### config.mk
export PLATFORM = sky130hd
export DESIGN_NAME = aar_mod_cell
export DESIGN_NICKNAME = d
export VERILOG_FILES = /design/src/rtl/aar_pkg.sv /design/src/rtl/aar_mod_cell.sv
export SDC_FILE = /design/constraint.sdc
export NUM_CORES = 1
export LEC_CHECK = 0
export BUFFER_PORTS_ARGS = -buffer_cell sky130_fd_sc_hd__buf_2
export CORE_UTILIZATION = 48
export DETAILED_ROUTE_END_ITERATION = 12
export GPL_TIMING_DRIVEN = 0
export PLACE_DENSITY = 0.84
export SLEW_MARGIN = 20
export SYNTH_ARGS = -nofsm -noshare
export SYNTH_HDL_FRONTEND = slang
export SYNTH_SLANG_ARGS = --single-unit
### constraint.sdc
create_clock -name clk -period 3 [get_ports clk]
set_input_delay 0.6 -clock clk [delete_from_list [all_inputs] [get_ports clk]]
set_output_delay 0.6 -clock clk [all_outputs]
set_load 0.005 [all_outputs]
### src/rtl/aar_pkg.sv
`default_nettype none
// ----------------------------------------------------------------------------
// aar_pkg: axis-angle rotation matrix shared definitions
// Fixed-point constants, CORDIC angle table, cell payload types for the cells
// and the top level, and the top level's rounding multiply and clamp helpers.
// ----------------------------------------------------------------------------
package aar_pkg;

	localparam int CORDIC_STAGES_DEF = 24;
	localparam int MOD_STEPS         = 7;
	localparam int SQRT_STEPS        = 32;
	localparam int DIV_STEPS         = 31;
	// front stages, sqrt cells, divide prep, divide cells, sign stage
	localparam int AX_LAT            = 4 + SQRT_STEPS + 1 + DIV_STEPS + 1;

	localparam logic [31:0] DEG360_Q16 = 32'd23592960;
	localparam logic [31:0] DEG180_Q16 = 32'd11796480;
	localparam logic [31:0] DEG90_Q16  = 32'd5898240;
	localparam logic [26:0] DEG2RAD_Q32 = 27'd74961321;

	localparam logic signed [33:0] ONE_Q30         = 34'sd1073741824;
	localparam logic signed [33:0] CORDIC_GAIN_Q30 = 34'sd652032874;

	localparam logic [29:0] ATAN_Q30 [32] = '{
		30'd843314856, 30'd497837829, 30'd263043836, 30'd133525158,
		30'd67021686,  30'd33543515,  30'd16775850,  30'd8388437,
		30'd4194282,   30'd2097149,   30'd1048576,   30'd524288,
		30'd262144,    30'd131072,    30'd65536,     30'd32768,
		30'd16384,     30'd8192,      30'd4096,      30'd2048,
		30'd1024,      30'd512,       30'd256,       30'd128,
		30'd64,        30'd32,        30'd16,        30'd8,
		30'd4,         30'd2,         30'd1,         30'd0
	};

	typedef struct packed {
		logic [31:0] v;
		logic        neg;
	} mod_st_t;

	typedef struct packed {
		logic signed [33:0] x;
		logic signed [33:0] y;
		logic signed [33:0] z;
		logic               flip;
	} cordic_st_t;

	typedef struct packed {
		logic [63:0]      rad;
		logic [33:0]      rem;
		logic [31:0]      root;
		logic [2:0][31:0] mg;
		logic [2:0]       neg;
		logic             zero;
	} sqrt_st_t;

	typedef struct packed {
		logic [2:0][31:0] rem;
		logic [2:0][30:0] nlo;
		logic [2:0][30:0] quo;
		logic [31:0]      len;
		logic [2:0]       neg;
		logic             zero;
	} div_st_t;

	// Q1.30 product, round half up
	function automatic logic signed [33:0] mul_q30(input logic signed [33:0] a,
			input logic signed [33:0] b);
		logic signed [67:0] p;
		p = a * b + 68'sd536870912;
		return p[63:30];
	endfunction

	function automatic logic signed [33:0] clamp_q30(input logic signed [33:0] v);
		logic signed [33:0] r;
		r = v;
		if (v > ONE_Q30) r = ONE_Q30;
		if (v < -ONE_Q30) r = -ONE_Q30;
		return r;
	endfunction

endpackage
`default_nettype wire

### src/rtl/aar_mod_cell.sv
`default_nettype none
// ----------------------------------------------------------------------------
// aar_mod_cell: angle range reduction cell
// Subtracts 360 degrees scaled by 2^K when the magnitude allows it.
// ----------------------------------------------------------------------------
module aar_mod_cell #(
	parameter int K = 0
) (
	input  logic             clk,
	input  logic             en,
	input  aar_pkg::mod_st_t d,
	output aar_pkg::mod_st_t q
);
	import aar_pkg::*;

	localparam logic [31:0] STEP = 32'(DEG360_Q16 << K);

	mod_st_t nxt;

	always_comb begin
		nxt = d;
		if (d.v >= STEP) nxt.v = d.v - STEP;
	end

	always_ff @(posedge clk) begin
		if (en) q <= nxt;
	end

endmodule
`default_nettype wire

* Word level (Yosys, flattened, before mapping)
Index checks and enable logic that the tools add are counted.
Cells by class: multiplexer cells 1, add/sub/neg operators 1, $lt $le $gt $ge 1
Operators with widths (count):
- >= comparator 32 x 25 -> 1 bit (second input constant) | 1
- 2-to-1 mux 32 bit | 1
- subtractor 32 x 25 -> 32 bit (second input constant) | 1
Storage, ports and cells: input port bits 35, output and inout port bits 33, word-level logic and storage cells 5, register bits after elaboration 33

* Longest topological paths before layout
depth in word-level cells 2, depth in mapped cells 6, mapped depth without buffers 6

* Worst setup path before layout
Ideal clock, no wire load.
path type input port to flip-flop, from input port d[20] in the netlist's numbering, to register q[32] in the netlist's numbering (data pin), setup time 0.260 ns, cell stages on the path 6, arrival 1.635 ns, data required time 2.740 ns, slack 1.105 ns, buffers on the path 0, cells stage by stage inv_1 > ha_1 > and3b_1 > o21ai_1 > nand3_1 > mux2_2
RTL lines:
- start: declaration | line aar_mod_cell.sv:11 | input aar_pkg::mod_st_t d,
- end signal: assignment | line aar_mod_cell.sv:26 | if (en) q <= nxt;
- end: declaration | line aar_mod_cell.sv:12 | output aar_pkg::mod_st_t q

==> results.yml <==
placement:
  numPortBuffers: 67
  place_hpwl_um: 1795
  pre_cts_ws_ns: 0.8347
  place.gp.congestion: 0.7364
sta:
  setup_viol: 0
  fin_crit_ns: 1.827
  setup-tns-final_ns: 0
  period_share: 0.6091
  rsz0062_at_grt: "no"
  tightest_slew_ns: 0.6735
  drv_slew: 0
  finalHoldViolations: 0
  setup_slack_ns: 1.173
  fmax_mhz: 547.2
  relSlewSlack: 0.5510
layout:
  antenna_cells: 0
  top_regs: "q: 33 flops"
  drive_above_1_share: 0.5195
  syn_to_final_growth_pct: 33.40
  final_nets: 189
  largest_reg_flops: 33
  largest_register: "q"
  nFillCells: 187
route:
  drcViolationCount: 0
  ant_nets: 0
  drt-pass1-iter-count: 4
  drt-initial-drc-count: 12
  wl_per_cell_um: 12.72
  vias: 903
  wl_um: 2340
  via_per_inst: 4.908
setup_path:
  cpPeakStageDelay_ns: 0.30
  start_kind: "input port"
  path_cells: "buf_2, inv_1, ha_1, and3b_1, o21ai_1, nand3_1, mux2_2"
  end_kind: "flip-flop"
  cp.required_ns: 3.08
  criticalPathCategory: "in2reg"
  cp_data_arrival_time_ns: 1.90
  cpMaxStageDelayCell: "o21ai_1"
  cp_max_fo: 6
pwr:
  p_leak_nw: 0.7690
  p_per_area_nw_per_um2: 548.7
  irDropWorstVdd_v: 0.0004123
logic_synthesis:
  synth.area.top_cells: "edfxtp_1 74%, xnor2_1 2.6%, a2111oi_4 2.1%"
  synth_area_um2: 1341
  ys_types: 27
  synth.net_count: 115
  yosys_register_bits: 33
  ys.warnings.count: 0
  synth_top_cell_area_share: 0.7388
  yosys.area.top_type: "edfxtp_1"
  synth_cells: 79
  synth-seq-area-share: 0.7388
  syn_avg_cell_area_um2: 16.98
clocking:
  postCtsResizedCells: 0
  cts.clk_slew.worst_paths_ns: 0.09
  cts_root_buf: "clkbuf_4"
  hold_buffers: 0
  cts.path.max_buffers: 2
  cts_buffers: 5
  htreeDepth: 2
  cts_sinks: 33
  postCtsSetupRepairBufs: 0
  cts_tree: "built"
status:
  status: "finished, final reports clean"
min_path:
  hold_end: "q[13]"
  whs_path_depth: 1
  min-delay-start: "d[13]"
  hp-class: "in2reg"
global_routing:
  antenna_found_initial: 0
  grt_pass1_vias: 718
  globalRouteOverflowTotal: 0
  grt_first_pass_wirelength_um: 3084
  grt_max_degree: 34
  track_usage: 0.1624
floorplanning:
  die_w_um: 54.86
  core_area_um2: 2567
  pin_count: 68
  die-area_um2: 3010
  dieHeight_um: 54.86
  initial_utilization: 0.5224
  num_rows: 18
job:
  max-cap-violations: 0
-- per-layer routing --
layer	global-route usage	part of all wire	wire length, µm	vias up
li1	-	-	-	455
met1	0.1682	0.40	925	385
met2	0.2590	0.45	1053	57
met3	0.08056	0.13	301	6
met4	0.1026	0.026	60	0
met5	0	0	0	-
-- kinds of logic after synthesis --
logic type,Yosys count,share of synthesized area
mux,4,0.03172
xor+xnor,6,0.03918
fa+ha+maj,1,0.009327
flops,33,0.7388
compound gates,14,0.08490
buf+inv,4,0.01119
simple gates,17,0.08488
-- metrics by stage --
| stage | hold WS [ns] | power [W] | utilization | instance area (µm²) | cells |
|---|---|---|---|---|---|
| after global placement | 0.7767 | 0.0006836 | 0.6676 | 1714 | 176 |
| after global routing | 0.4169 | 0.001026 | 0.6969 | 1789 | 184 |
| after detailed placement | 0.7786 | 0.0006882 | 0.6676 | 1714 | 176 |
| after CTS | 0.4205 | 0.0009949 | 0.6969 | 1789 | 184 |
| after floorplan | 0.6989 | 0.0006067 | - | 1341 | 79 |
| final | 0.4405 | 0.0009817 | 0.6969 | 1789 | 184 |
-- cell type report --
| cell class | instances | area, µm² | share of cell area |
|---|---|---|---|
| multi-input combinational | 42 | 335.3 | 0.1874 |
| sequential | 33 | 991.0 | 0.5538 |
| clock inverter | 2 | 33.78 | 0.01888 |
| clock buffer | 6 | 41.29 | 0.02308 |
| inverter | 4 | 15.01 | 0.008392 |
| tap | 30 | 37.54 | 0.02098 |
| timing repair buffer | 67 | 335.3 | 0.1874 |
-- where the power goes --
group	leakage [nW]	internal, W	switching [W]	total [W]
combinational	0.406	0.0000569	0.0000581	0.000115
sequential	0.323	0.000552	0.00000840	0.000561
clock	0.0399	0.000173	0.000133	0.000306
total	0.769	0.000783	0.000199	0.000982
-- cell usage in the layout, fill, tap and decap left out, drive strengths merged --
cell     count
a31o         1
o21a         1
nand3        2
nor2         3
a21oi        3
edfxtp      33
nor4         2
and3b        2
nor2b        1
o21ai        3
a31oi        1
inv          4
nor3         3
o2111ai      1
bufinv       1
xor2         2
buf         67
clkbuf       6
xnor2        4
a2111oi      1
ha           1
mux2i        2
o211a        1
a21o         1
mux2         2
o211ai       1
clkinv       1
nand2        4
-- synthesized netlist by cell type --
library cell  number
nand2_1            4
nand3_2            1
ha_1               1
a21o_1             1
a31oi_1            1
nor2b_1            1
xor2_1             2
a2111oi_4          1
a21oi_1            3
o211a_1            1
o2111ai_1          1
nor4_2             1
o211ai_1           1
mux2_2             2
nand3_1            1
inv_1              4
and3b_1            2
o21a_1             1
nor3_1             3
edfxtp_1          33
mux2i_1            2
xnor2_1            4
nor4_4             1
nor2_1             3
o21ai_0            2
a31o_2             1
o21ai_1            1
-- critical path, delay by kind of cell --
kind / cells / cell delay, ns
fa+ha+maj: 1 / 0.20
mux: 1 / 0.29
simple gates: 2 / 0.32
compound gates: 1 / 0.30
buf+inv: 2 / 0.21
-- how the worst max path moves through the flow --
stage                     startpoint     to  cells past startpoint
after floorplan                d[20]  q[32]                      6
after global placement         d[20]  q[32]                      7
after detailed placement       d[20]  q[32]                      7
after CTS                      d[20]  q[32]                      7
after global routing           d[20]  q[32]                      7
final                          d[20]  q[32]                      7
Power figures use the tool's default switching activity.
