### config.mk
export PLATFORM = sky130hd
export DESIGN_NAME = aar_sqrt_cell
export DESIGN_NICKNAME = d
export VERILOG_FILES = /design/src/rtl/aar_pkg.sv /design/src/rtl/aar_sqrt_cell.sv
export SDC_FILE = /design/constraint.sdc
export NUM_CORES = 1
export LEC_CHECK = 0
export BUFFER_PORTS_ARGS = -buffer_cell sky130_fd_sc_hd__buf_2
export CAP_MARGIN = 10
export CORE_MARGIN = 4
export CORE_UTILIZATION = 25
export CTS_CLUSTER_SIZE = 24
export DETAILED_ROUTE_END_ITERATION = 10
export PLACE_DENSITY = 0.57
export SLEW_MARGIN = 20
export SYNTH_ARGS = -nofsm -noshare
export SYNTH_HDL_FRONTEND = slang
export SYNTH_SLANG_ARGS = --single-unit
### constraint.sdc
create_clock -name clk -period 3.6 [get_ports clk]
set_input_delay 0 -clock clk [delete_from_list [all_inputs] [get_ports clk]]
set_output_delay 0 -clock clk [all_outputs]
set_load 0.02 [all_outputs]
### src/rtl/aar_pkg.sv
`default_nettype none
// ----------------------------------------------------------------------------
// aar_pkg: axis-angle rotation matrix shared definitions
// Fixed-point constants, CORDIC angle table, cell payload types for the cells
// and the top level, and the top level's rounding multiply and clamp helpers.
// ----------------------------------------------------------------------------
package aar_pkg;

	localparam int CORDIC_STAGES_DEF = 24;
	localparam int MOD_STEPS         = 7;
	localparam int SQRT_STEPS        = 32;
	localparam int DIV_STEPS         = 31;
	// front stages, sqrt cells, divide prep, divide cells, sign stage
	localparam int AX_LAT            = 4 + SQRT_STEPS + 1 + DIV_STEPS + 1;

	localparam logic [31:0] DEG360_Q16 = 32'd23592960;
	localparam logic [31:0] DEG180_Q16 = 32'd11796480;
	localparam logic [31:0] DEG90_Q16  = 32'd5898240;
	localparam logic [26:0] DEG2RAD_Q32 = 27'd74961321;

	localparam logic signed [33:0] ONE_Q30         = 34'sd1073741824;
	localparam logic signed [33:0] CORDIC_GAIN_Q30 = 34'sd652032874;

	localparam logic [29:0] ATAN_Q30 [32] = '{
		30'd843314856, 30'd497837829, 30'd263043836, 30'd133525158,
		30'd67021686,  30'd33543515,  30'd16775850,  30'd8388437,
		30'd4194282,   30'd2097149,   30'd1048576,   30'd524288,
		30'd262144,    30'd131072,    30'd65536,     30'd32768,
		30'd16384,     30'd8192,      30'd4096,      30'd2048,
		30'd1024,      30'd512,       30'd256,       30'd128,
		30'd64,        30'd32,        30'd16,        30'd8,
		30'd4,         30'd2,         30'd1,         30'd0
	};

	typedef struct packed {
		logic [31:0] v;
		logic        neg;
	} mod_st_t;

	typedef struct packed {
		logic signed [33:0] x;
		logic signed [33:0] y;
		logic signed [33:0] z;
		logic               flip;
	} cordic_st_t;

	typedef struct packed {
		logic [63:0]      rad;
		logic [33:0]      rem;
		logic [31:0]      root;
		logic [2:0][31:0] mg;
		logic [2:0]       neg;
		logic             zero;
	} sqrt_st_t;

	typedef struct packed {
		logic [2:0][31:0] rem;
		logic [2:0][30:0] nlo;
		logic [2:0][30:0] quo;
		logic [31:0]      len;
		logic [2:0]       neg;
		logic             zero;
	} div_st_t;

	// Q1.30 product, round half up
	function automatic logic signed [33:0] mul_q30(input logic signed [33:0] a,
			input logic signed [33:0] b);
		logic signed [67:0] p;
		p = a * b + 68'sd536870912;
		return p[63:30];
	endfunction

	function automatic logic signed [33:0] clamp_q30(input logic signed [33:0] v);
		logic signed [33:0] r;
		r = v;
		if (v > ONE_Q30) r = ONE_Q30;
		if (v < -ONE_Q30) r = -ONE_Q30;
		return r;
	endfunction

endpackage
`default_nettype wire

### src/rtl/aar_sqrt_cell.sv
`default_nettype none
// ----------------------------------------------------------------------------
// aar_sqrt_cell: one digit of the integer square root
// Brings in two radicand bits and resolves one root bit; carries the
// normalized axis along.
// ----------------------------------------------------------------------------
module aar_sqrt_cell (
	input  logic              clk,
	input  logic              en,
	input  aar_pkg::sqrt_st_t d,
	output aar_pkg::sqrt_st_t q
);
	import aar_pkg::*;

	sqrt_st_t    nxt;
	logic [35:0] cand;
	logic [35:0] trial;

	always_comb begin
		cand    = {d.rem, d.rad[63:62]};
		trial   = {2'b00, d.root, 2'b01};
		nxt     = d;
		nxt.rad = {d.rad[61:0], 2'b00};
		if (cand >= trial) begin
			nxt.rem  = 34'(cand - trial);
			nxt.root = {d.root[30:0], 1'b1};
		end else begin
			nxt.rem  = cand[33:0];
			nxt.root = {d.root[30:0], 1'b0};
		end
	end

	always_ff @(posedge clk) begin
		if (en) q <= nxt;
	end

endmodule
`default_nettype wire

Yosys cells after proc, flatten, opt, wreduce, memory -nomap -nowiden
Cells that the tools add are included.
{ "word_totals": {"ff_bits": 228, "inputBits": 232, "output_inout_bits": 230, "wordCells": 11} }
{ "classes": {"n_addsub": 1, "magnitude_cmp": 1, "mux": 1} }
{ "op_table": {"columns": ["operator", "n"], "rows": [
  ["two-way mux 66 bit", 1],
  ["greater-or-equal comparator 36 x 34 -> 1 bit", 1],
  ["subtractor 34 bit", 1]
]} }

Longest topological paths before layout
{ "logic_depth": {"depth_word": 2, "mapped_depth": 13} }

Worst setup path after synthesis
No wires, ideal clock.
{ "synth_path": {"path_kind": "input-to-reg", "from": "in d[109] (netlist name)", "to": "reg q[159] (netlist name), data pin", "arrival_time_ps": 1999, "t_required_ps": 3340, "slack_ps": 1341, "stages": 10, "path_buffers": 0, "path_cell_list": "inv_1 ha_1 a21o_1 a31o_1 a211oi_4 o211ai_2 a21bo_2 mux2i_1 o221ai_1 mux2_4"} }
{ "synth_rtl": {"columns": ["element", "line_no", "text"], "rows": [
  ["from (decl)", "aar_sqrt_cell.sv:10", "input aar_pkg::sqrt_st_t d,"],
  ["to (signal assigned)", "aar_sqrt_cell.sv:34", "if (en) q <= nxt;"],
  ["to (decl)", "aar_sqrt_cell.sv:11", "output aar_pkg::sqrt_st_t q"]
]} }

==> results.md <==
- GPL Wtd Cong: 0.837
- Dpl hpwl: 25.1 mm
- Die Span Y: 201 um
- Most frequent cells in the layout: 458 x buf_2, 228 x edfxtp_1, 227 x dlygate4sd3_1
- Commonest non-fill, non-tap cell in the layout: buf_2
- First-pass GRT wire length: 50.8 mm
- Final setup vio count: 0
- First-pass iteration count of the detailed router: 5
- Sequential share of the synthesized area: 73.5%
- Post-synthesis register bit count: 228
- DR iter-0 viols: 440
- Post-Synth Adder-Cell Area: 4.57%
- Worst IR drop on VDD: 0.000274 V
- Status: finished clean
- Synth unique cells: 62
- Setup bufs post-CTS: 0
- CTS sink count: 228
- GRT Resource Usage Total: 16.1%
- Die ar.: 40400 um^2
- Wirelength per Cell: 19.3 um
- Crit-path max FO: 47
- Total CTS buffers: 26
- Fin crit share: 93.3%
- I/O Buffers: 459
- Setup TNS: 0 ns
- Slew Viols, Final: 0
- Cell Area, Synth: 9320 um^2
- Cts hold-fix bufs: 227
- DRT antenna net count: 0
- Complex-gate fraction of the synthesized area: 10.0%
- Leak: 6.56 nW
- Synthesized instance count: 607
- Hold Vio Cnt, Final: 0
- XOR/XNOR Fraction of Synth Area: 2.54%
- CTS max path bufs: 3
- Via-to-Cell Ratio: 4.34
- Simple-gate area share of the yosys netlist: 6.02%
- Area Overhead vs Synth: 63.2%
- Leading post-synthesis cells by cell area: edfxtp_1 73%, ha_1 4.6%, nand2_1 2.3%
- Multiplexer share of the synthesized area: 0.591%
- Tightest Pin Transition: 0.969 ns
- Clk slew on worst S/H paths: 0.06 ns
- WP data arrival: 3.63 ns
- GR Overflow Total: 0
- Finished Cell Area: 15200 um^2
- Largest registers: q (228)
- Nets@finish: 1577
- Post-synth top area share: 73.5%
- Largest Register: q
- Unrepaired setup endpoints after global routing: false
- Root buf cell: clkbuf_16
- Setup CP Type: in -> reg
- Max frequency: 298 MHz
- Placed Instances: 1524
- Vias: 7796
- Initial antenna violation count: 3
- Area of the core: 36700 um^2
- Post-synth EDFFs: 228
- Warnings from Yosys: 0
- Largest family of logic cells by synthesized area: compound AO/OA/AOI/OAI gates
- Largest register FFs: 228
- Cell Pwr Density: 469 nW/um^2
- CP Launch Type: primary input
- Starting Density: 25.4%
- Synth Flop Type: edfxtp_1
- Mean Syn Cell Area: 15.4 um^2
- Crit. End Element: flop
- Row count: 70
- Largest area contributor in the netlist: edfxtp_1
- Final min period: 3.36 ns
- Vias in the first global route: 8283
- Die Wd: 201 um
- Slew Limit Headroom: 35.4%
- Final Non-Filler Cells: 1796
- Layout cell share with drive strength beyond 1: 39.2%
- Post-cts sizing count: 0
- Max-cap check violation count: 0
- Synth async-reset ratio: 0%
- Placed Instance Area: 12200 um^2
- Number of remaining DRC errors: 0
- Ports: 462
- Largest net degree at the start of global routing: 120
- Final core area utilization: 41.4%
- Htree depth: 1
- CTS tree: yes
- CP Data Required Time: 3.87 ns
- Hold WC Path Type: in -> reg
- Final wirelength: 34.6 mm
routing by layer:
layer  part of all wire [%]  vias to the layer above  track usage [%]
met2                     51                      323             29.8
li1                       -                     3686                -
met5                  0.035                        -                0
met3                    6.3                       70             3.84
met1                     38                     3715             18.1
met4                    3.9                        2             5.83
final cells by class:
| type | count | area, um^2 |
|---|---|---|
| Clock inverter | 13 | 58.8 |
| Inverter | 43 | 163 |
| Tap cell | 468 | 586 |
| Fill cell | 3397 | 21500 |
| Clock buffer | 30 | 687 |
| Sequential cell | 228 | 6850 |
| Antenna cell | 2 | 5.00 |
| Multi-Input combinational cell | 321 | 2220 |
| Timing Repair Buffer | 691 | 4640 |
cell families (layout without fill, tap and decap cells):
kind of cell             count (synthesis)  in the layout
other                                    1              4
buffers and inverters                   59            777
XOR/XNOR                                27             27
AO/OA/AOI/OAI                          133            133
AND/OR/NAND/NOR                        120            120
multiplexers                             5              5
flip-flops                             228            228
adder cells (fa/ha/maj)                 34             34
synth_stat cells (2+ instances only):
cell and count:
mux2i_1 4, nand4_1 6, and2_2 2, nand2_1 58, clkbuf_1 4, o31ai_1 4, o21ai_1 4, a31o_1 2
o41ai_2 3, and3_2 3, o31a_1 2, nor2_1 18, a21o_1 19, clkbuf_2 2, edfxtp_1 228, a31oi_1 4
inv_1 42, o221ai_1 2, a21oi_1 28, and2_1 3, and3_1 2, o21a_1 3, nand3_1 6, a21boi_0 2
ha_1 34, nand2b_1 5, nor3_1 10, o21ai_0 41, xor2_1 13, buf_4 2, buf_2 6, o211ai_1 2
xnor2_1 14
power by group:
part,switching (mW),internal (mW),leakage [nW]
Combinational,0.874,0.595,3.96
Clock,1.04,1.34,0.367
Sequential,0.0624,3.21,2.23
critical path, stage by stage:
cell and delay [ns]:
dlygate4sd3_1 0.55, buf_2 0.17, inv_1 0.06, ha_1 0.37, and2_1 0.22, a221oi_1 0.36
o31a_1 0.22, o221ai_1 0.16, a211oi_1 0.21, o21a_2 0.75, clkinv_2 0.21, mux2_4 0.34
final timing paths:
check	startpoint	to	slack, ns	depth (start not counted)
min	en	q[171]	0.04	1
max	d[116]	q[159]	0.24	12
through the flow:
step	power [mW]	hold WS (ns)	worst slack (ns)
after floorplan	4.01	0.0989	1.34
after global placement	4.58	0.177	0.330
after detailed placement	4.59	0.178	0.224
after CTS	7.23	0.0582	0.245
after global routing	7.46	0.0631	0.00374
final	7.13	0.0387	0.240
No activity file was read; power rests on OpenSTA's default activity.
