[src/rtl/aar_pkg.sv]
`default_nettype none
// ----------------------------------------------------------------------------
// aar_pkg: axis-angle rotation matrix shared definitions
// Fixed-point constants, CORDIC angle table, cell payload types for the cells
// and the top level, and the top level's rounding multiply and clamp helpers.
// ----------------------------------------------------------------------------
package aar_pkg;

	localparam int CORDIC_STAGES_DEF = 24;
	localparam int MOD_STEPS         = 7;
	localparam int SQRT_STEPS        = 32;
	localparam int DIV_STEPS         = 31;
	// front stages, sqrt cells, divide prep, divide cells, sign stage
	localparam int AX_LAT            = 4 + SQRT_STEPS + 1 + DIV_STEPS + 1;

	localparam logic [31:0] DEG360_Q16 = 32'd23592960;
	localparam logic [31:0] DEG180_Q16 = 32'd11796480;
	localparam logic [31:0] DEG90_Q16  = 32'd5898240;
	localparam logic [26:0] DEG2RAD_Q32 = 27'd74961321;

	localparam logic signed [33:0] ONE_Q30         = 34'sd1073741824;
	localparam logic signed [33:0] CORDIC_GAIN_Q30 = 34'sd652032874;

	localparam logic [29:0] ATAN_Q30 [32] = '{
		30'd843314856, 30'd497837829, 30'd263043836, 30'd133525158,
		30'd67021686,  30'd33543515,  30'd16775850,  30'd8388437,
		30'd4194282,   30'd2097149,   30'd1048576,   30'd524288,
		30'd262144,    30'd131072,    30'd65536,     30'd32768,
		30'd16384,     30'd8192,      30'd4096,      30'd2048,
		30'd1024,      30'd512,       30'd256,       30'd128,
		30'd64,        30'd32,        30'd16,        30'd8,
		30'd4,         30'd2,         30'd1,         30'd0
	};

	typedef struct packed {
		logic [31:0] v;
		logic        neg;
	} mod_st_t;

	typedef struct packed {
		logic signed [33:0] x;
		logic signed [33:0] y;
		logic signed [33:0] z;
		logic               flip;
	} cordic_st_t;

	typedef struct packed {
		logic [63:0]      rad;
		logic [33:0]      rem;
		logic [31:0]      root;
		logic [2:0][31:0] mg;
		logic [2:0]       neg;
		logic             zero;
	} sqrt_st_t;

	typedef struct packed {
		logic [2:0][31:0] rem;
		logic [2:0][30:0] nlo;
		logic [2:0][30:0] quo;
		logic [31:0]      len;
		logic [2:0]       neg;
		logic             zero;
	} div_st_t;

	// Q1.30 product, round half up
	function automatic logic signed [33:0] mul_q30(input logic signed [33:0] a,
			input logic signed [33:0] b);
		logic signed [67:0] p;
		p = a * b + 68'sd536870912;
		return p[63:30];
	endfunction

	function automatic logic signed [33:0] clamp_q30(input logic signed [33:0] v);
		logic signed [33:0] r;
		r = v;
		if (v > ONE_Q30) r = ONE_Q30;
		if (v < -ONE_Q30) r = -ONE_Q30;
		return r;
	endfunction

endpackage
`default_nettype wire

[src/rtl/aar_div_cell.sv]
`default_nettype none
// ----------------------------------------------------------------------------
// aar_div_cell: one quotient bit of three restoring divides
// All three axis lanes share the divisor (the axis length).
// ----------------------------------------------------------------------------
module aar_div_cell (
	input  logic             clk,
	input  logic             en,
	input  aar_pkg::div_st_t d,
	output aar_pkg::div_st_t q
);
	import aar_pkg::*;

	div_st_t     nxt;
	logic [32:0] t;
	logic        ge;

	always_comb begin
		nxt = d;
		for (int k = 0; k < 3; k++) begin
			t  = {d.rem[k], d.nlo[k][30]};
			ge = (t >= {1'b0, d.len});
			nxt.rem[k] = ge ? 32'(t - {1'b0, d.len}) : t[31:0];
			nxt.quo[k] = {d.quo[k][29:0], ge};
			nxt.nlo[k] = {d.nlo[k][29:0], 1'b0};
		end
	end

	always_ff @(posedge clk) begin
		if (en) q <= nxt;
	end

endmodule
`default_nettype wire

[config.mk]
export PLATFORM = sky130hd
export DESIGN_NAME = aar_div_cell
export DESIGN_NICKNAME = d
export VERILOG_FILES = /design/src/rtl/aar_pkg.sv /design/src/rtl/aar_div_cell.sv
export SDC_FILE = /design/constraint.sdc
export NUM_CORES = 1
export LEC_CHECK = 0
export ABC_AREA = 1
export BUFFER_PORTS_ARGS = -buffer_cell sky130_fd_sc_hd__clkbuf_2
export CORE_AREA = 5 5 245 247
export CTS_CLUSTER_DIAMETER = 150
export DETAILED_ROUTE_END_ITERATION = 8
export DIE_AREA = 0 0 250 252
export GPL_ROUTABILITY_DRIVEN = 0
export HOLD_SLACK_MARGIN = 0.02
export PLACE_DENSITY = 0.59
export SKIP_LAST_GASP = 1
export SYNTH_ARGS = -nofsm -noshare
export SYNTH_HDL_FRONTEND = slang
export SYNTH_SLANG_ARGS = --single-unit
[constraint.sdc]
create_clock -name clk -period 1.9 [get_ports clk]
set_input_delay 0.38 -clock clk [delete_from_list [all_inputs] [get_ports clk]]
set_output_delay 0.38 -clock clk [all_outputs]
set_load 0.01 [all_outputs]
# Word level (Yosys, flattened, before mapping)
# Cells that the tools add are included.
op_classes:
  add_sub_neg: 3
  n_lt_le_gt_ge: 3
  mux: 3
ops:
  columns: ["cell", "n"]
  rows:
  - ["33-bit by 32-bit >= comparator with 1-bit output", 3]
  - ["32-bit two-way mux", 3]
  - ["32-bit subtractor", 3]
totals:
  ff_bits: 315
  input_bits: 320
  output_inout_bits: 318

# Longest topological paths before layout
# Gate-level depths: netlist of the first run.
depth:
  word_depth: 2
  depth_mapped: 16
  depth_no_buf: 15

# Worst setup path before layout of the first run
# No wires, ideal clock.
synth_timing:
  path_type: "in2reg"
  start: "input d[8] (netlist bit)"
  end: "register q[304] (netlist bit) (data pin)"
  setup_time_ns: 0.252
  arrival_ns: 1.791
  setup_slack_ns: -0.143
  path_stages: 14
  n_path_buf: 1
  path_cell_list: "inv_1 > ha_1 > nand2_1 > nand2_1 > nand3b_2 > nand2_2 > nand2_4 > nand2_4 > nand2_4 > nand2_4 > nand2_8 > buf_12 > nand2_1 > nand2_1"
synth_rtl:
  columns: ["element", "line_no", "source"]
  rows:
  - ["start: declaration", "aar_div_cell.sv:9", "input aar_pkg::div_st_t d,"]
  - ["end signal: assignment", "aar_div_cell.sv:30", "if (en) q <= nxt;"]
  - ["end: declaration", "aar_div_cell.sv:10", "output aar_pkg::div_st_t q"]

==> summary.txt, run 1 <==
Cells and area
  • Layout cells sized above 1: 42.49%
  • Max reg flops: 315
  • Synthesis-to-finish area growth: 68.46%
  • Biggest regs: q (315)
  • Largest Register: q
  • Final nets: 3920

Worst setup path
  • Setup crit start kind: input port
  • WP data arrival: 2.28 ns
  • Crit-path max FO: 4
  • Kind of critical path: in -> reg
  • Critical Path Sink Type: flop
  • Crit path required time: 2.20 ns

Drt
  • Via density: 4.627
  • Routed Antenna Nets: 0
  • Via count: 19880
  • DRT Wirelength: 89.48 mm
  • DR iter-0 viols: 1384
  • Initial DRT Pass Iterations: 6
  • WL per Instance: 20.82 um
  • # DRC: 0

Synth
  • Synth Register Bits: 315
  • Synth Area in Adders: 6.728%
  • Mean Syn Cell Area: 8.298 um2
  • Asr flop ratio synth: 0%
  • Syn Std Cell Area: 18750 um2
  • Synth unique cells: 33
  • Largest cells by area after synthesis: edfxtp_1 50%, nand2_1 18%, inv_1 8.2%
  • Post-Synthesis Cells: 2259
  • Largest family of logic cells by synthesized area: simple AND/OR/NAND/NOR gates
  • Syn. warnings: 0
  • Synth top area share: 50.46%
  • Most instantiated library cell after synthesis: nand2_1
  • Area leader, netlist: edfxtp_1
  • Compound-Gate Fraction of Synth Area: 1.909%
  • Mux cell area share after synthesis: 0%
  • Simple-gate share of the synthesized area: 29.35%
  • Top post-synthesis cells by count: 882 x nand2_1, 409 x inv_1, 315 x edfxtp_1
  • Synth Flop Type: edfxtp_1
  • Xor/xnor share of the synthesized area: 1.962%
  • EDFF count, synth: 315
  • Seq/Total Area, Yosys: 50.46%

Floorplanning
  • Io pins: 638
  • Core ar.: 57370 um2
  • Die area: 63000 um2
  • Num rows: 88
  • Die Ht: 252 um
  • Initial Util: 32.68%
  • Die width: 250 um

Run status
  • Status: finished, violations left
  • Failing checks: negative setup slack

STA
  • Final setup viols: 30
  • Tmin final: 1.976 ns
  • Fmax: 0.5061 GHz
  • Final slew viol count: 0
  • RSZ-0062 raised after global routing: true
  • Hold Violations, Final: 0
  • Final worst slack: -0.07602 ns
  • Period utilization: 104.0%
  • Setup TNS Final: -0.7904 ns

Global route
  • GRT Residual Overflow: 0
  • Overall Global Routing Usage: 26.64%
  • Vias in the first global route: 19480
  • Initial antenna violation count: 15
  • Largest net degree at the start of global routing: 65
  • First-pass GRT wire length: 126.1 mm

Pwr
  • PD cells: 729.7 nW/um2
  • Peak supply drop: 0.6693 mV
  • Leakage power total: 15.87 nW

Placement
  • Setup slack at placement: -1.279 ns
  • Port bufs: 631
  • Hpwl dp: 70.75 mm

CTS
  • CTS tree: done
  • CTS H-tree lvls: 2
  • CTS buffer count: 36
  • Clock root cell: clkbuf_16
  • Clock tree buffer depth: 3
  • Clk slew on worst S/H paths: 0.06 ns
  • CTS Sinks: 315

Hold path
  • HP Class: in -> reg

Flow run
  • Max-cap violations: 0
metrics by stage:
step / utilization [%] / instances / cell area (um2) / total power (W) / hold WS [ns]
after floorplan: - / 2261 / 19140 / 0.01165 / 0.4789
after global placement: 45.10 / 3979 / 25870 / 0.01486 / 0.5568
after detailed placement: 45.10 / 3979 / 25870 / 0.01489 / 0.5587
after CTS: 52.92 / 4268 / 30360 / 0.02262 / 0.02262
after global routing: 55.04 / 4294 / 31570 / 0.02403 / 0.02245
final: 55.05 / 4297 / 31580 / 0.02304 / 0.04833
power breakdown:
part / total (W) / switching (W) / internal [W]
Combinational: 0.00735 / 0.00410 / 0.00325
Sequential: 0.00874 / 0.000233 / 0.00851
Clock: 0.00695 / 0.00298 / 0.00397
Total: 0.0230 / 0.00731 / 0.0157
worst paths after layout:
kind | start | end | depth (start not counted) | slack, ns
setup / recovery | d[4] | q[306] | 13 | -0.08
hold / removal | d[160] | q[161] | 1 | 0.05
per-layer routing:
| layer | part of all wire [%] | up-vias | global-route usage [%] |
|---|---|---|---|
| li1 | - | 9672 | - |
| met1 | 36 | 9314 | 29.43 |
| met2 | 52 | 723 | 50.01 |
| met3 | 6.4 | 160 | 5.762 |
| met4 | 4.6 | 12 | 10.26 |
| met5 | 0.083 | - | 0 |
critical path: stages:
cell	delay, ns
clkbuf_2	0.19
ha_1	0.30
fa_1	0.40
inv_1	0.08
nand3_1	0.06
nand3_1	0.14
nand3_1	0.10
nand2_1	0.17
nand2_1	0.11
nand3_1	0.08
nand2_1	0.12
nand2_1	0.09
nand2_1	0.05
layout by cell type (no fill, tap or decap), drive strengths merged:
master | synthesis | layout
nor3 | 24 | 24
fa | 3 | 3
conb | 1 | 3
o21ai | 3 | 3
o21bai | 5 | 5
buf | 32 | 409
a21oi | 61 | 61
ha | 96 | 96
or2 | 2 | 2
xor2 | 39 | 39
clkbuf | 0 | 666
clkinv | 0 | 12
inv | 412 | 405
edfxtp | 315 | 315
diode | 0 | 9
xnor2 | 3 | 3
nand3 | 188 | 188
clkinvlp | 0 | 13
nand2 | 907 | 912
and2 | 15 | 15
dlygate4sd3 | 0 | 192
nor2 | 129 | 130
bufinv | 0 | 3
nand3b | 13 | 13
nand4 | 11 | 11
kinds of logic (layout without fill, tap and decap cells):
| group | Yosys count | after routing |
|---|---|---|
| simple gates | 1289 | 1295 |
| buf+inv | 444 | 1700 |
| flops | 315 | 315 |
| fa+ha+maj | 99 | 99 |
| compound gates | 69 | 69 |
| xor+xnor | 42 | 42 |
| other cells | 1 | 12 |
area by class of cell:
class / instances / area, um2
clock buffers: 39 / 933.4
clock inverters: 21 / 201.4
fillers: 5143 / 25790
multi-input cells: 1508 / 9465
well taps: 765 / 957.2
diodes: 9 / 22.52
flip-flops and latches: 315 / 9459
repair buffers: 1228 / 8937
inverters: 412 / 1603
what timing repair did:
item	4_1_cts	5_1_grt
pin swaps	29	68
setup buffers	32	20
hold buffers	191	1
setup endpoints to repair	99	98
cloned	10	4
hold endpoints to repair	191	1
gates resized for setup	164	276
(Power assumes the default switching activity.)
==> inputs of run 2 (changes only) <==
- GPL_TIMING_DRIVEN: default -> 0
==> run 2 against run 1 <==
The flow still finishes with violations (negative setup slack). Global-route usage shrank 1.5 points. Via count shrank 5.9%. Hold slack lost 0.0041 ns. Clock power grew 7.3%. Die area is the same. Non-clock buffer count shrank 251. Highest routed layer unchanged. Flip-flop and latch count is the same. First-iteration DRC count shrank 10%. Largest power group unchanged. Routed wire length shrank 5.8%. Maximum frequency grew 0.19%.
==> summary.txt, run 2 (synthesis results as in run 1) <==
Global route
  • First-pass GRT wire length: 118.2 mm (-6.3%)
  • Grt peak-use layer: met2
  • Largest net degree at the start of global routing: 87 (+34%)
  • Initial antenna violation count: 9 (-6)
  • Met1 usage: 28.01% (-1.4 points)
  • Overall Global Routing Usage: 25.11% (-1.5 points)
  • Met2 usage: 46.76% (-3.2 points)
  • Vias in the first global route: 17880 (-8.2%)
  • M3 GR Usage: 4.979% (-0.78 points)
  • GRT Residual Overflow: 0 (unchanged)

STA
  • Fmax: 0.5070 GHz (+0.19%)
  • Worst relative slew slack: 51.85%
  • RSZ-0062 raised after global routing: true
  • Hold Violations, Final: 0 (unchanged)
  • Tmin final: 1.972 ns (-0.003685 ns)
  • Final slew viol count: 0 (unchanged)
  • Final worst slack: -0.07233 ns (+0.003685 ns)
  • Period utilization: 103.8% (-0.19 points)
  • Worst-Margin Slew: 0.7223 ns
  • Final setup viols: 75 (+150%)

Cells and area
  • Multi-input gate area: 9940 um2 (+5.0%)
  • Max reg flops: 315 (unchanged)
  • Final std cells w/o fill: 4042 (-5.9%)
  • Fill count: 5280 (+2.7%)
  • Most frequent cells in the layout: 668 x nand2_1, 611 x clkbuf_2, 356 x inv_1
  • Storage element area: 9459 um2 (unchanged)
  • Final nets: 3664 (-6.5%)
  • Largest Register: q
  • Synthesis-to-finish area growth: 61.77%
  • Post-route cell area: 30320 um2 (-4.0%)
  • Biggest regs: q (315)
  • Commonest non-fill, non-tap cell in the layout: nand2_1
  • Layout cells sized above 1: 40.51% (-2.0 points)

Worst setup path
  • Setup crit end: q[304]
  • Critical path depth: 17 (+4)
  • Critical Path Sink Type: flop
  • Buffers and inverters on the worst path: 4 (+2)
  • CP top delay family: simple AND/OR/NAND/NOR gates
  • Worst-path cell chain: buf_4 -> clkinvlp_4 -> buf_12 -> ha_4 -> nand2_2 -> nand2_1 -> nand2_2 -> nand2_2 -> nand2_2 -> nand2_2 -> nand2_2 -> nand3_2 -> nor2_4 -> nand2_8 -> buf_12 -> nand2_4 -> nand2_4
  • WP data arrival: 2.28 ns (about the same)
  • Start point of the critical path: d[22]
  • Setup crit start kind: input port
  • Crit-path max cell delay: 0.26 ns (-0.14 ns)
  • Crit path required time: 2.21 ns (about the same)
  • Kind of critical path: in -> reg
  • Most frequent CP cell: nand2_2
  • Slowest stage cell, crit path: ha_4
  • Crit-path max FO: 8 (+4)

Run status
  • Status: finished, violations left
  • Failing checks: negative setup slack

Floorplanning
  • Die width: 250 um (unchanged)
  • Initial Util: 32.68% (unchanged)
  • Die area: 63000 um2 (unchanged)
  • Num rows: 88 (unchanged)
  • Io pins: 638 (unchanged)
  • Core ar.: 57370 um2 (unchanged)
  • Die Ht: 252 um (unchanged)

CTS
  • Clock tree buffer depth: 3 (unchanged)
  • CTS Sinks: 315 (unchanged)
  • CTS H-tree lvls: 2 (unchanged)
  • CTS tree: done
  • Clk slew on worst S/H paths: 0.06 ns (about the same)
  • Clock root cell: clkbuf_16
  • CTS buffer count: 37 (+2.8%)

Pwr
  • Leakage power total: 14.78 nW (-6.9%)
  • Peak supply drop: 0.5933 mV (-11%)
  • PD cells: 762.8 nW/um2 (+4.5%)

Drt
  • DR iter-0 viols: 1239 (-10%)
  • Initial DRT Pass Iterations: 6 (unchanged)
  • DRT Wirelength: 84.31 mm (-5.8%)
  • Routed Antenna Nets: 0 (unchanged)
  • Via density: 4.627 (about the same)
  • # DRC: 0 (unchanged)
  • WL per Instance: 20.86 um (+0.16%)
  • Via count: 18700 (-5.9%)

Placement
  • Dpl cells: 3660 (-8.0%)
  • Placement Cell Area: 23350 um2 (-9.8%)
  • Hpwl dp: 64.74 mm (-8.5%)
  • Port bufs: 631 (unchanged)

Hold path
  • HP Start: d[25]
  • HP Class: in -> reg

Flow run
  • Max-cap violations: 0 (unchanged)
==> run 2: timing repair <==
action,CTS,global route
gates resized for setup,231,334
gates cloned,2,6
setup buffers,76,36
hold buffers,186,5
pin swaps,45,108
endpoints found under the setup margin,99,99
hold endpoints to repair,186,5
==> run 2: report_power, final <==
| group | switching [W] | total [W] | internal, W |
|---|---|---|---|
| Sequential | 0.000203 | 0.00871 | 0.00851 |
| Combinational | 0.00405 | 0.00695 | 0.00291 |
| Clock | 0.00307 | 0.00746 | 0.00439 |
| Total | 0.00732 | 0.0231 | 0.0158 |
==> run 2: how the worst min path moves through the flow <==
stage,end,cells past startpoint,slack [ns]
floorplan,q[0],0,0.48
global placement,q[155],1,0.56
detailed placement,q[57],1,0.56
CTS,q[6],1,0.02
global route,q[25],1,0.02
finish,q[25],1,0.04
==> run 2: metrics by stage <==
| step | TNS, ns | hold WS, ns | worst slack, ns | utilization [%] | power, W |
|---|---|---|---|---|---|
| after global routing | -7.310 | 0.02184 | -0.1405 | 52.84 | 0.02420 |
| after global placement | -1642.76 | 0.5568 | -4.972 | 40.54 | 0.01403 |
| after floorplan | -8.596 | 0.4789 | -0.1003 | - | 0.01165 |
| final | -2.544 | 0.04425 | -0.07233 | 52.86 | 0.02313 |
| after detailed placement | -92.93 | 0.5587 | -1.067 | 40.70 | 0.01400 |
| after CTS | -0.2020 | 0.02169 | -0.02471 | 50.09 | 0.02260 |
==> run 2: cell type report <==
cell class,count,share of cell area [%]
antenna,4,0.03301
buffer,32,1.230
clock buffer,44,3.210
clock inverter,23,0.8954
inverter,412,5.479
multi-input combinational,1502,32.78
sequential,315,31.19
tap,765,3.156
timing repair buffer,945,22.03
==> run 2: per-layer routing <==
metal	wire, um	part of all wire, %
met5	72	0.085
met2	44020	52
met4	4472	5.3
met3	4744	5.6
met1	31000	37
