===== src/rtl/aar_pkg.sv =====
`default_nettype none
// ----------------------------------------------------------------------------
// aar_pkg: axis-angle rotation matrix shared definitions
// Fixed-point constants, CORDIC angle table, cell payload types for the cells
// and the top level, and the top level's rounding multiply and clamp helpers.
// ----------------------------------------------------------------------------
package aar_pkg;

	localparam int CORDIC_STAGES_DEF = 24;
	localparam int MOD_STEPS         = 7;
	localparam int SQRT_STEPS        = 32;
	localparam int DIV_STEPS         = 31;
	// front stages, sqrt cells, divide prep, divide cells, sign stage
	localparam int AX_LAT            = 4 + SQRT_STEPS + 1 + DIV_STEPS + 1;

	localparam logic [31:0] DEG360_Q16 = 32'd23592960;
	localparam logic [31:0] DEG180_Q16 = 32'd11796480;
	localparam logic [31:0] DEG90_Q16  = 32'd5898240;
	localparam logic [26:0] DEG2RAD_Q32 = 27'd74961321;

	localparam logic signed [33:0] ONE_Q30         = 34'sd1073741824;
	localparam logic signed [33:0] CORDIC_GAIN_Q30 = 34'sd652032874;

	localparam logic [29:0] ATAN_Q30 [32] = '{
		30'd843314856, 30'd497837829, 30'd263043836, 30'd133525158,
		30'd67021686,  30'd33543515,  30'd16775850,  30'd8388437,
		30'd4194282,   30'd2097149,   30'd1048576,   30'd524288,
		30'd262144,    30'd131072,    30'd65536,     30'd32768,
		30'd16384,     30'd8192,      30'd4096,      30'd2048,
		30'd1024,      30'd512,       30'd256,       30'd128,
		30'd64,        30'd32,        30'd16,        30'd8,
		30'd4,         30'd2,         30'd1,         30'd0
	};

	typedef struct packed {
		logic [31:0] v;
		logic        neg;
	} mod_st_t;

	typedef struct packed {
		logic signed [33:0] x;
		logic signed [33:0] y;
		logic signed [33:0] z;
		logic               flip;
	} cordic_st_t;

	typedef struct packed {
		logic [63:0]      rad;
		logic [33:0]      rem;
		logic [31:0]      root;
		logic [2:0][31:0] mg;
		logic [2:0]       neg;
		logic             zero;
	} sqrt_st_t;

	typedef struct packed {
		logic [2:0][31:0] rem;
		logic [2:0][30:0] nlo;
		logic [2:0][30:0] quo;
		logic [31:0]      len;
		logic [2:0]       neg;
		logic             zero;
	} div_st_t;

	// Q1.30 product, round half up
	function automatic logic signed [33:0] mul_q30(input logic signed [33:0] a,
			input logic signed [33:0] b);
		logic signed [67:0] p;
		p = a * b + 68'sd536870912;
		return p[63:30];
	endfunction

	function automatic logic signed [33:0] clamp_q30(input logic signed [33:0] v);
		logic signed [33:0] r;
		r = v;
		if (v > ONE_Q30) r = ONE_Q30;
		if (v < -ONE_Q30) r = -ONE_Q30;
		return r;
	endfunction

endpackage
`default_nettype wire


===== src/rtl/aar_cordic_cell.sv =====
`default_nettype none
// ----------------------------------------------------------------------------
// aar_cordic_cell: one rotation-mode CORDIC micro-rotation
// Rotates (x, y) by atan(2^-IDX) toward driving z to zero.
// ----------------------------------------------------------------------------
module aar_cordic_cell #(
	parameter int IDX = 0
) (
	input  logic                clk,
	input  logic                en,
	input  aar_pkg::cordic_st_t d,
	output aar_pkg::cordic_st_t q
);
	import aar_pkg::*;

	localparam logic signed [33:0] ATAN = {4'b0000, ATAN_Q30[IDX]};

	cordic_st_t         nxt;
	logic signed [33:0] xs;
	logic signed [33:0] ys;

	always_comb begin
		xs  = $signed(d.x) >>> IDX;
		ys  = $signed(d.y) >>> IDX;
		nxt = d;
		if (!d.z[33]) begin
			nxt.x = d.x - ys;
			nxt.y = d.y + xs;
			nxt.z = d.z - ATAN;
		end else begin
			nxt.x = d.x + ys;
			nxt.y = d.y - xs;
			nxt.z = d.z + ATAN;
		end
	end

	always_ff @(posedge clk) begin
		if (en) q <= nxt;
	end

endmodule
`default_nettype wire


===== config.mk =====
export PLATFORM = sky130hd
export DESIGN_NAME = aar_cordic_cell
export DESIGN_NICKNAME = d
export VERILOG_FILES = /design/src/rtl/aar_pkg.sv /design/src/rtl/aar_cordic_cell.sv
export SDC_FILE = /design/constraint.sdc
export NUM_CORES = 1
export LEC_CHECK = 0
export BUFFER_PORTS_ARGS = -buffer_cell sky130_fd_sc_hd__buf_2
export CAP_MARGIN = 10
export CORE_AREA = 4 4 142 144
export CTS_CLUSTER_SIZE = 30
export DETAILED_ROUTE_END_ITERATION = 8
export DIE_AREA = 0 0 146 148
export HOLD_SLACK_MARGIN = 0.1
export PLACE_DENSITY = 0.81
export SYNTH_ARGS = -nofsm -noshare
export SYNTH_HDL_FRONTEND = slang
export SYNTH_SLANG_ARGS = --single-unit

===== constraint.sdc =====
create_clock -name clk -period 4.1 [get_ports clk]
set_input_delay 0.205 -clock clk [delete_from_list [all_inputs] [get_ports clk]]
set_output_delay 0.205 -clock clk [all_outputs]
set_load 0.05 [all_outputs]

# == Word-level counts from Yosys, hierarchy flattened ==
# Index checks and enable logic that the tools add are counted.
# word_totals
regBits,103
latch_bits,0
ram_bits,0
romBits,0
input_bits,105
out_inout_bits,103
elab_cells,10
mem_count,0
# classes
n_addsub,5
multipliers,0
div,0
n_lt_le_gt_ge,0
eq_ne,0
shifts,0
mux,1
n_bitwise,0
n_reduce_logical,0
# ops
operator,count
two-way mux 102 bit,1
subtractor 34 bit,2
adder 34 x 31 -> 34 bit (second input constant),1
adder 34 bit,1
subtractor 34 x 31 -> 34 bit (second input constant),1

# == Depth between registers and ports, before layout ==
# Gate-level depths: netlist of run 1.
# depth
word_depth,2
mapped_depth,12
depth_no_buf,11

# == Least setup slack after synthesis of run 1 ==
# OpenSTA, ideal clock, no wires.
# synth_path
kind,input port to flip-flop
startpoint,in d[34] (netlist bit)
endpoint,"reg q[30] (netlist bit), data pin"
setup_ns,0.266
arrival_time_ns,3.178
t_required_ns,3.834
path_slack_ns,0.656
path_stages,12
path_buffers,2
path_cell_list,clkbuf_1 clkinv_1 buf_2 fa_1 a211oi_2 nor2_1 o31a_1 a211o_1 a311o_1 a21oi_4 nor3_1 or3b_1
# synth_lines
item,line_no,text
start: declaration,aar_cordic_cell.sv:11,"input aar_pkg::cordic_st_t d,"
end signal: assignment,aar_cordic_cell.sv:38,if (en) q <= nxt;
end: declaration,aar_cordic_cell.sv:12,output aar_pkg::cordic_st_t q

==> flow_summary.ini, run 1 <==
[setup_path]
worst-path-buf-inv = 2
startpoint_type = input pin
worstPathArrival_ns = 3.26
path_depth = 11
worst-path-max-fanout = 13
critPathTopFamily = compound AO/OA/AOI/OAI gates
cp_cell_sequence = buf_2, inv_1, ha_1, nand4_1, o21ai_0, nor4b_2, nor3_1, o211ai_1, a2111oi_0, o21ai_0, xnor2_1
critPathMaxStageDelay_ns = 0.60
critPathSlowestCell = a2111oi_0
endpoint_kind = register
critical_path_class = input pin to register
required_ns = 4.20
cpMostUsedCell = o21ai_0

[yosys]
syn-mean-instance-area_um2 = 8.66
synth_top_flop_cell = edfxtp_1
syn-num-nets = 1456
synth_seq_cells = 102
synth-async-reset-ratio = 0
postSynthCellCount = 1219
yosysTopAreaCellShare = 0.290
synth_edf_count = 102
synth_largest_area_cell = edfxtp_1
ys_types = 77
yosysMostFrequentCell = ha_1
synth.area.top_cells = edfxtp_1 29%, ha_1 15%, a21oi_1 6.0%
yosysSeqAreaShare = 0.290
yosys_warnings = 0
netlist_area_um2 = 10600
synth_top_cells_by_count = 128 x ha_1, 127 x a21oi_1, 113 x inv_1

[floorplanning]
die_h_um = 148
die-area_um2 = 21600
die_w_um = 146
rows = 50
placeableCoreArea_um2 = 18700
boundaryPins = 208
initial_core_util = 0.564

[global_route]
grt_first_pass_wirelength_um = 48800
grt_usage = 0.277
grt_max_degree = 74
grt-ovfl-total = 0
antenna_found_initial = 0
grt_pass1_vias = 9258

[final_layout]
n_antenna_cell = 0
fin_nets = 1640
top_regs = q: 102 flops
final_util = 0.647
drive_gt1_frac = 0.186
largest-register = q
largest_reg_flops = 102
nFillCells = 1630
final_cell_count_no_fill = 1642
areaGrowthSynthToFinish_pct = 14.7

[routing]
wl_um = 31200
route.met3.wl_um = 2890
wl_met2_um = 13800
highest_layer = met4
drtIter0Drc = 944
met1_length_um = 13800
drcViolationCount = 0
firstDrtPassIters = 6
ant_nets = 0
avgRoutedWirePerCell_um = 19.0
vias_per_cell = 6.13
dr_total_vias = 10070

[job]
drv_cap = 0

[timing]
rsz0062_at_grt = no
finalSetupViolCount = 0
fin_crit_sh = 0.771
finalSetupTns_ns = 0
slew_headroom = 0.348
setup_ws_ns = 0.940
drv_slew = 0
hold_violations = 0
fin_crit_ns = 3.16
worstMarginPinSlew_ns = 0.979
max_freq_mhz = 316

[power_and_ir_drop]
peakVddDrop_v = 0.000210
p_leak_uw = 0.00545
p_per_area_nw_per_um2 = 366

[hold_path]
min-delay-start = d[4]
hold_end = q[4]$_DFFE_PP_
hold-path-cell-count = 2
hold_path_class = input pin to register

[clock_tree]
cts_buffer_depth = 2
path_clk_slew_ns = 0.07
cts_inserted_buffers = 9
clock_sinks = 102
post_cts_buffers = 0
cts_hold_buf = 4
cts_root_buf = clkbuf_16
ctsResizeCount = 0
h-tree-depth = 3
cts_tree = done

[place]
place_congestion = 1.02
dp_slack_ns = 0.712
port_buffers = 207
placedCellCount = 1622
dpl.hpwl_um = 24800

[status]
outcome = finished clean
==> how the worst max path moves through the flow <==
stage,slack (ns),endpoint,startpoint
final,0.94,q[100]$_DFFE_PP_,d[42]
after global routing,0.80,q[67]$_DFFE_PP_,d[54]
after CTS,1.09,q[30]$_DFFE_PP_,d[34]
after detailed placement,0.71,q[30]$_DFFE_PP_,d[34]
after global placement,0.74,q[30]$_DFFE_PP_,d[34]
after floorplan,0.66,q[30]$_DFFE_PP_,d[34]
==> power breakdown <==
group / internal (µW) / switching (µW) / total (µW)
Clock: 482 / 425 / 907
Combinational: 621 / 1470 / 2100
Sequential: 1380 / 45.4 / 1420
==> layout by cell type (no fill, tap or decap), types with 18 or more instances in the layout <==
master / n
buf_2: 205
ha_1: 128
a21oi_1: 127
inv_1: 113
edfxtp_1: 102
nor2_1: 99
o21ai_0: 71
xnor2_1: 68
nand2_1: 56
a21o_1: 38
nand3_1: 25
nor3_1: 22
a211oi_1: 21
o21a_1: 19
o21bai_1: 19
nand4_1: 18
mux2i_1: 18
==> area by class of cell <==
type | instances | area (µm²) | share of cell area
flip-flops and latches | 102 | 3060 | 0.253
inverters | 115 | 432 | 0.0357
clock buffers | 9 | 225 | 0.0186
clock inverters | 7 | 81.3 | 0.00672
well taps | 234 | 293 | 0.0242
repair buffers | 225 | 1190 | 0.0980
multi-input cells | 950 | 6830 | 0.564
==> cells by family after synthesis <==
group	count (synthesis)	synth area share
flip-flops	102	0.290
adder cells (fa/ha/maj)	132	0.159
XOR/XNOR	83	0.0689
AO/OA/AOI/OAI	417	0.262
AND/OR/NAND/NOR	300	0.139
multiplexers	18	0.0171
buffers and inverters	167	0.0630
==> stage by stage <==
stage	total power [µW]	area, µm²	hold slack, ns
after floorplan	2970	10600	0.304
after detailed placement	3510	11800	0.383
final	4430	12100	0.149
after CTS	4410	12100	0.138
after global routing	4630	12100	0.150
after global placement	3490	11800	0.382
==> routing by layer <==
metal	global-route usage	up-vias
li1	-	4817
met1	0.400	4689
met2	0.435	511
met3	0.0448	53
met4	0.0734	0
met5	0	-
Note: power is estimated with default switching activity, not from simulation.
==> inputs of run 2 (changes only) <==
- CORE_AREA: 4 4 142 144 -> 4 4 148 150
- DIE_AREA: 0 0 146 148 -> 0 0 152 154
- PLACE_DENSITY: 0.81 -> 0.78
- clock period: 4.1 -> 2.6 ns (I/O delays scaled with it)
==> run 2 against run 1 <==
  * First-iteration DRC count rose by 15%
  * Core utilization rose by 4.7 points
  * Final cell count is 19% higher
  * Die area up 8.3%
  * Global-route usage increased by 1.2 points
  * Count of clock-buffer cells in the layout rose by 1
  * Setup slack got worse by 0.91 ns
  * Non-clock buffer count rose by 264
  * Cell area grew 19%
  * Combinational power grew 86%
==> flow_summary.ini, run 2 (synthesis gave the netlist of run 1 again) <==
[clock_tree]
cts_inserted_buffers = 9
cts_buffer_depth = 2
h-tree-depth = 3
cts_tree = done
clock_sinks = 102
cts_root_buf = clkbuf_16
path_clk_slew_ns = 0.07

[place]
dp_slack_ns = -0.386
port_buffers = 207
place_congestion = 1.01
placedCellCount = 1926
placed_area_um2 = 13800
dpl.hpwl_um = 29200

[hold_path]
hold_path_class = input pin to register
hold-path-cell-count = 2

[timing]
fin_crit_sh = 0.991
finalSetupViolCount = 0
max_freq_mhz = 388
hold_violations = 0
worstMarginPinSlew_ns = 0.640
setup_ws_ns = 0.0246
hold_slack_ns = 0.180
slew_headroom = 0.569
fin_crit_ns = 2.58
drv_slew = 0
rsz0062_at_grt = yes

[setup_path]
critical_path_class = input pin to register
cp_cell_sequence = buf_2, inv_1, ha_1, buf_4, buf_4, nor4_1, buf_4, a211oi_2, buf_4, a21o_1, o21ai_0, mux2i_1, xnor2_1
worstPathArrival_ns = 2.68
cpMostUsedCell = buf_4
critPathSlowestCell = nor4_1
worst-path-max-fanout = 5
required_ns = 2.70
critPathMaxStageDelay_ns = 0.58
startpoint_type = input pin
endpoint_kind = register

[global_route]
grt_pass1_vias = 10700
grt_usage = 0.289
grt-ovfl-total = 0
antenna_found_initial = 0
grt_max_degree = 67
grt_first_pass_wirelength_um = 55400

[final_layout]
n_antenna_cell = 0
drive_gt1_frac = 0.328
final_util = 0.694
largest_reg_flops = 102
final_cell_area_um2 = 14400
layout_commonest_cell = buf_4
final_cell_count_no_fill = 1947
fin_nets = 1904
final_cell_mix = 275 x buf_4, 205 x buf_2, 126 x ha_1, 122 x a21oi_1, 113 x inv_1
areaGrowthSynthToFinish_pct = 36.1
nFillCells = 1660
largest-register = q
top_regs = q: 102 flops

[power_and_ir_drop]
switching_share = 0.421
p_leak_uw = 0.00679
p_seq_frac = 0.293
power_switching_uw = 3240
clockPowerShare = 0.199
p_int_uw = 4450
comb_power_share = 0.508
p_per_area_nw_per_um2 = 536
peakVddDrop_v = 0.000350

[routing]
vias_per_cell = 5.73
dr_total_vias = 11165
wl_um = 35300
ant_nets = 0
drtIter0Drc = 1087
drcViolationCount = 0
firstDrtPassIters = 6
avgRoutedWirePerCell_um = 18.1

[floorplanning]
die_h_um = 154
rows = 53
boundaryPins = 208
initial_core_util = 0.510
placeableCoreArea_um2 = 20700
die_w_um = 152
die-area_um2 = 23400

[status]
outcome = finished clean

[job]
drv_cap = 0
run 2: cell type report:
type	instances	area (µm²)	share of cell area
timing repair buffer	489	3210	0.224
clock buffer	10	229	0.0159
clock inverter	6	100	0.00697
tap	275	344	0.0240
sequential	102	3060	0.213
inverter	115	444	0.0309
multi-input combinational	950	6970	0.485
run 2: per-stage QoR:
step | power (µW) | TNS [ns]
2_1_floorplan | 4700 | -1.26
3_3_place_gp | 6040 | -10.70
3_5_place_dp | 6090 | -11.91
4_1_cts | 7630 | 0
5_1_grt | 8040 | -0.240
6_report | 7690 | 0
run 2: per-layer routing:
metal | routed length [µm] | up-vias | GRT usage
met4 | 894 | 0 | 0.0899
met2 | 15600 | 576 | 0.452
li1 | - | 5346 | -
met5 | 0 | - | 0
met3 | 3200 | 65 | 0.0450
met1 | 15600 | 5178 | 0.414
run 2: worst paths after layout:
check / from / end
worst max-delay path: d[45] / q[97]$_DFFE_PP_
worst min-delay path: d[5] / q[5]$_DFFE_PP_
run 2: worst max-delay path, delay by kind of cell:
family	cells	cell delay, ns
AO/OA/AOI/OAI	3	0.49
XOR/XNOR	1	0.18
adder cells (fa/ha/maj)	1	0.30
buffers and inverters	6	0.82
multiplexers	1	0.16
AND/OR/NAND/NOR	1	0.58
run 2: power by group through the flow:
stage	sequential, µW	combinational (µW)	clock [µW]
after floorplan	3230	1470	0
after CTS	2250	3820	1550
after global routing	2270	4160	1610
final	2250	3910	1530
after detailed placement	2290	3800	0
after global placement	2280	3760	0
run 2: what timing repair did:
action | in CTS | in global routing
endpoints found under the hold margin | 4 | 0
buffers inserted | 0 | 1
pin swaps | 0 | 8
resized for setup | 3 | 27
endpoints found under the setup margin | 3 | 29
hold buffers | 4 | 0
gates cloned | 0 | 0
==> inputs of run 3 (changes only) <==
- BUFFER_PORTS_ARGS: -buffer_cell sky130_fd_sc_hd__buf_2 -> default
- CORE_AREA: 4 4 148 150 -> 4 4 138 140
- DIE_AREA: 0 0 152 154 -> 0 0 142 144
- DONT_BUFFER_PORTS: default -> 1
==> run 3 against run 2 <==
  * The run now ends with negative hold slack left
  * First-iteration DRC count increased by 7.1%
  * Non-clock buffer count decreased by 306
  * Final cell count decreased by 18%
  * Cell area decreased by 14%
  * Total power decreased by 9.8%
  * Global-route usage increased by 3.0 points
  * Via count decreased by 9.8%
==> flow_summary.ini, run 3 (synthesis gave the netlist of run 1 again) <==
[status]
outcome = complete, but fails checks
violations = negative hold slack

[final_layout]
final_cell_count_no_fill = 1595
drive_gt1_frac = 0.165
final_cell_mix = 173 x buf_4, 128 x ha_1, 125 x a21oi_1, 113 x inv_1, 102 x edfxtp_1
areaGrowthSynthToFinish_pct = 17.4
fin_nets = 1598
n_antenna_cell = 0
largest_reg_flops = 102
top_regs = q: 102 flops
largest-register = q
layout_commonest_cell = buf_4

[global_route]
grt_usage = 0.319
grt_pass1_vias = 9594
grt_max_degree = 103
grt_first_pass_wirelength_um = 51500
grt-ovfl-total = 0
antenna_found_initial = 0

[power_and_ir_drop]
p_int_uw = 3900
power_switching_uw = 3040
clockPowerShare = 0.196
p_leak_uw = 0.00545
p_seq_frac = 0.472
switching_share = 0.438
p_per_area_nw_per_um2 = 560
peakVddDrop_v = 0.000415
comb_power_share = 0.332

[clock_tree]
cts_root_buf = clkbuf_16
cts_hold_buf = 9
h-tree-depth = 3
cts_inserted_buffers = 9
cts_buffer_depth = 2
clock_sinks = 102
path_clk_slew_ns = 0.08
cts_tree = done

[timing]
finalSetupViolCount = 0
drv_slew = 0
hold_violations = 102
worstMarginPinSlew_ns = 0.886
hold_slack_ns = -0.121
max_freq_mhz = 392
slew_headroom = 0.410
rsz0062_at_grt = no
finalSetupTns_ns = 0
fin_crit_sh = 0.981
fin_crit_ns = 2.55

[floorplanning]
placeableCoreArea_um2 = 17800
die-area_um2 = 20400
die_h_um = 144
boundaryPins = 208
rows = 49
initial_core_util = 0.591
die_w_um = 142

[routing]
dr_total_vias = 10075
avgRoutedWirePerCell_um = 21.1
vias_per_cell = 6.32
drtIter0Drc = 1164
firstDrtPassIters = 6
ant_nets = 0
drcViolationCount = 0
wl_um = 33600

[place]
dpl.hpwl_um = 26400
placedCellCount = 1566
port_buffers = 0
place_congestion = 1.06

[hold_path]
hold_path_class = input pin to register
hold_end = q[0]$_DFFE_PP_
min-delay-start = en
hold-path-cell-count = 0

[setup_path]
critPathLaunch = d[42]
worst-path-max-fanout = 7
startpoint_type = input pin
endpoint_kind = register
critical_path_class = input pin to register
worstPathArrival_ns = 2.66
required_ns = 2.71

[job]
drv_cap = 0
run 3: cell count changes in the layout (fill, tap and decap cells not counted), moves of 3 or more:
| cell | change |
|---|---|
| buf_4 | -102 |
| buf_2 | -205 |
| dlygate4sd3_1 | +4 |
| a21oi_1 | +3 |
| a21oi_2 | -3 |
run 3: through the flow:
step	setup slack (ns)	hold WS, ns	util	cell area [µm²]	total power, µW
4_1_cts	0.0444	-0.131	0.689	12300	6890
3_3_place_gp	-0.271	0.229	0.668	11900	5460
2_1_floorplan	-0.356	0.229	-	10600	4700
3_5_place_dp	-0.276	0.229	0.668	11900	5510
6_report	0.0500	-0.121	0.695	12400	6940
5_1_grt	0.0218	-0.137	0.695	12400	7240
run 3: layout make-up:
cell class | instances | area [µm²]
clock buffers | 10 | 229
clock inverters | 6 | 55.1
fillers | 1412 | 5450
inverters | 115 | 444
multi-input cells | 950 | 6890
flip-flops and latches | 102 | 3060
well taps | 229 | 287
repair buffers | 183 | 1430
run 3: worst max path at each step:
stage                  endpoint  slack (ns)  cells after the start
2_1_floorplan   q[30]$_DFFE_PP_       -0.36                     12
3_3_place_gp    q[95]$_DFFE_PP_       -0.27                     11
3_5_place_dp   q[100]$_DFFE_PP_       -0.28                     11
4_1_cts        q[100]$_DFFE_PP_        0.04                     12
5_1_grt         q[58]$_DFFE_PP_        0.02                     11
6_report       q[100]$_DFFE_PP_        0.05                     11
run 3: worst max-delay path, stage by stage:
cell	delay, ns
inv_1	0.02
ha_1	0.42
and4_1	0.25
o311a_1	0.26
nor4b_4	0.09
nor3_2	0.31
o211ai_1	0.19
a2111oi_1	0.50
buf_4	0.20
o21ai_0	0.13
xnor2_1	0.16
run 3: power groups by stage:
stage                     registers [µW]  clock network, µW  logic [µW]
after floorplan                     3230                  0        1470
after global placement              3310                  0        2150
after detailed placement            3320                  0        2190
after CTS                           3280               1370        2230
after global routing                3300               1440        2490
final                               3280               1360        2310
run 3: repair_timing:
item	4_1_cts	5_1_grt
resized for setup	0	14
setup endpoints to repair	0	13
setup buffers	0	4
endpoints found under the hold margin	122	102
run 3: routing by layer:
| metal | vias up | wire length, µm | track usage |
|---|---|---|---|
| li1 | 4723 | - | - |
| met1 | 4696 | 14000 | 0.438 |
| met2 | 594 | 15100 | 0.508 |
| met3 | 62 | 3610 | 0.0685 |
| met4 | 0 | 838 | 0.0970 |
| met5 | - | 0 | 0 |
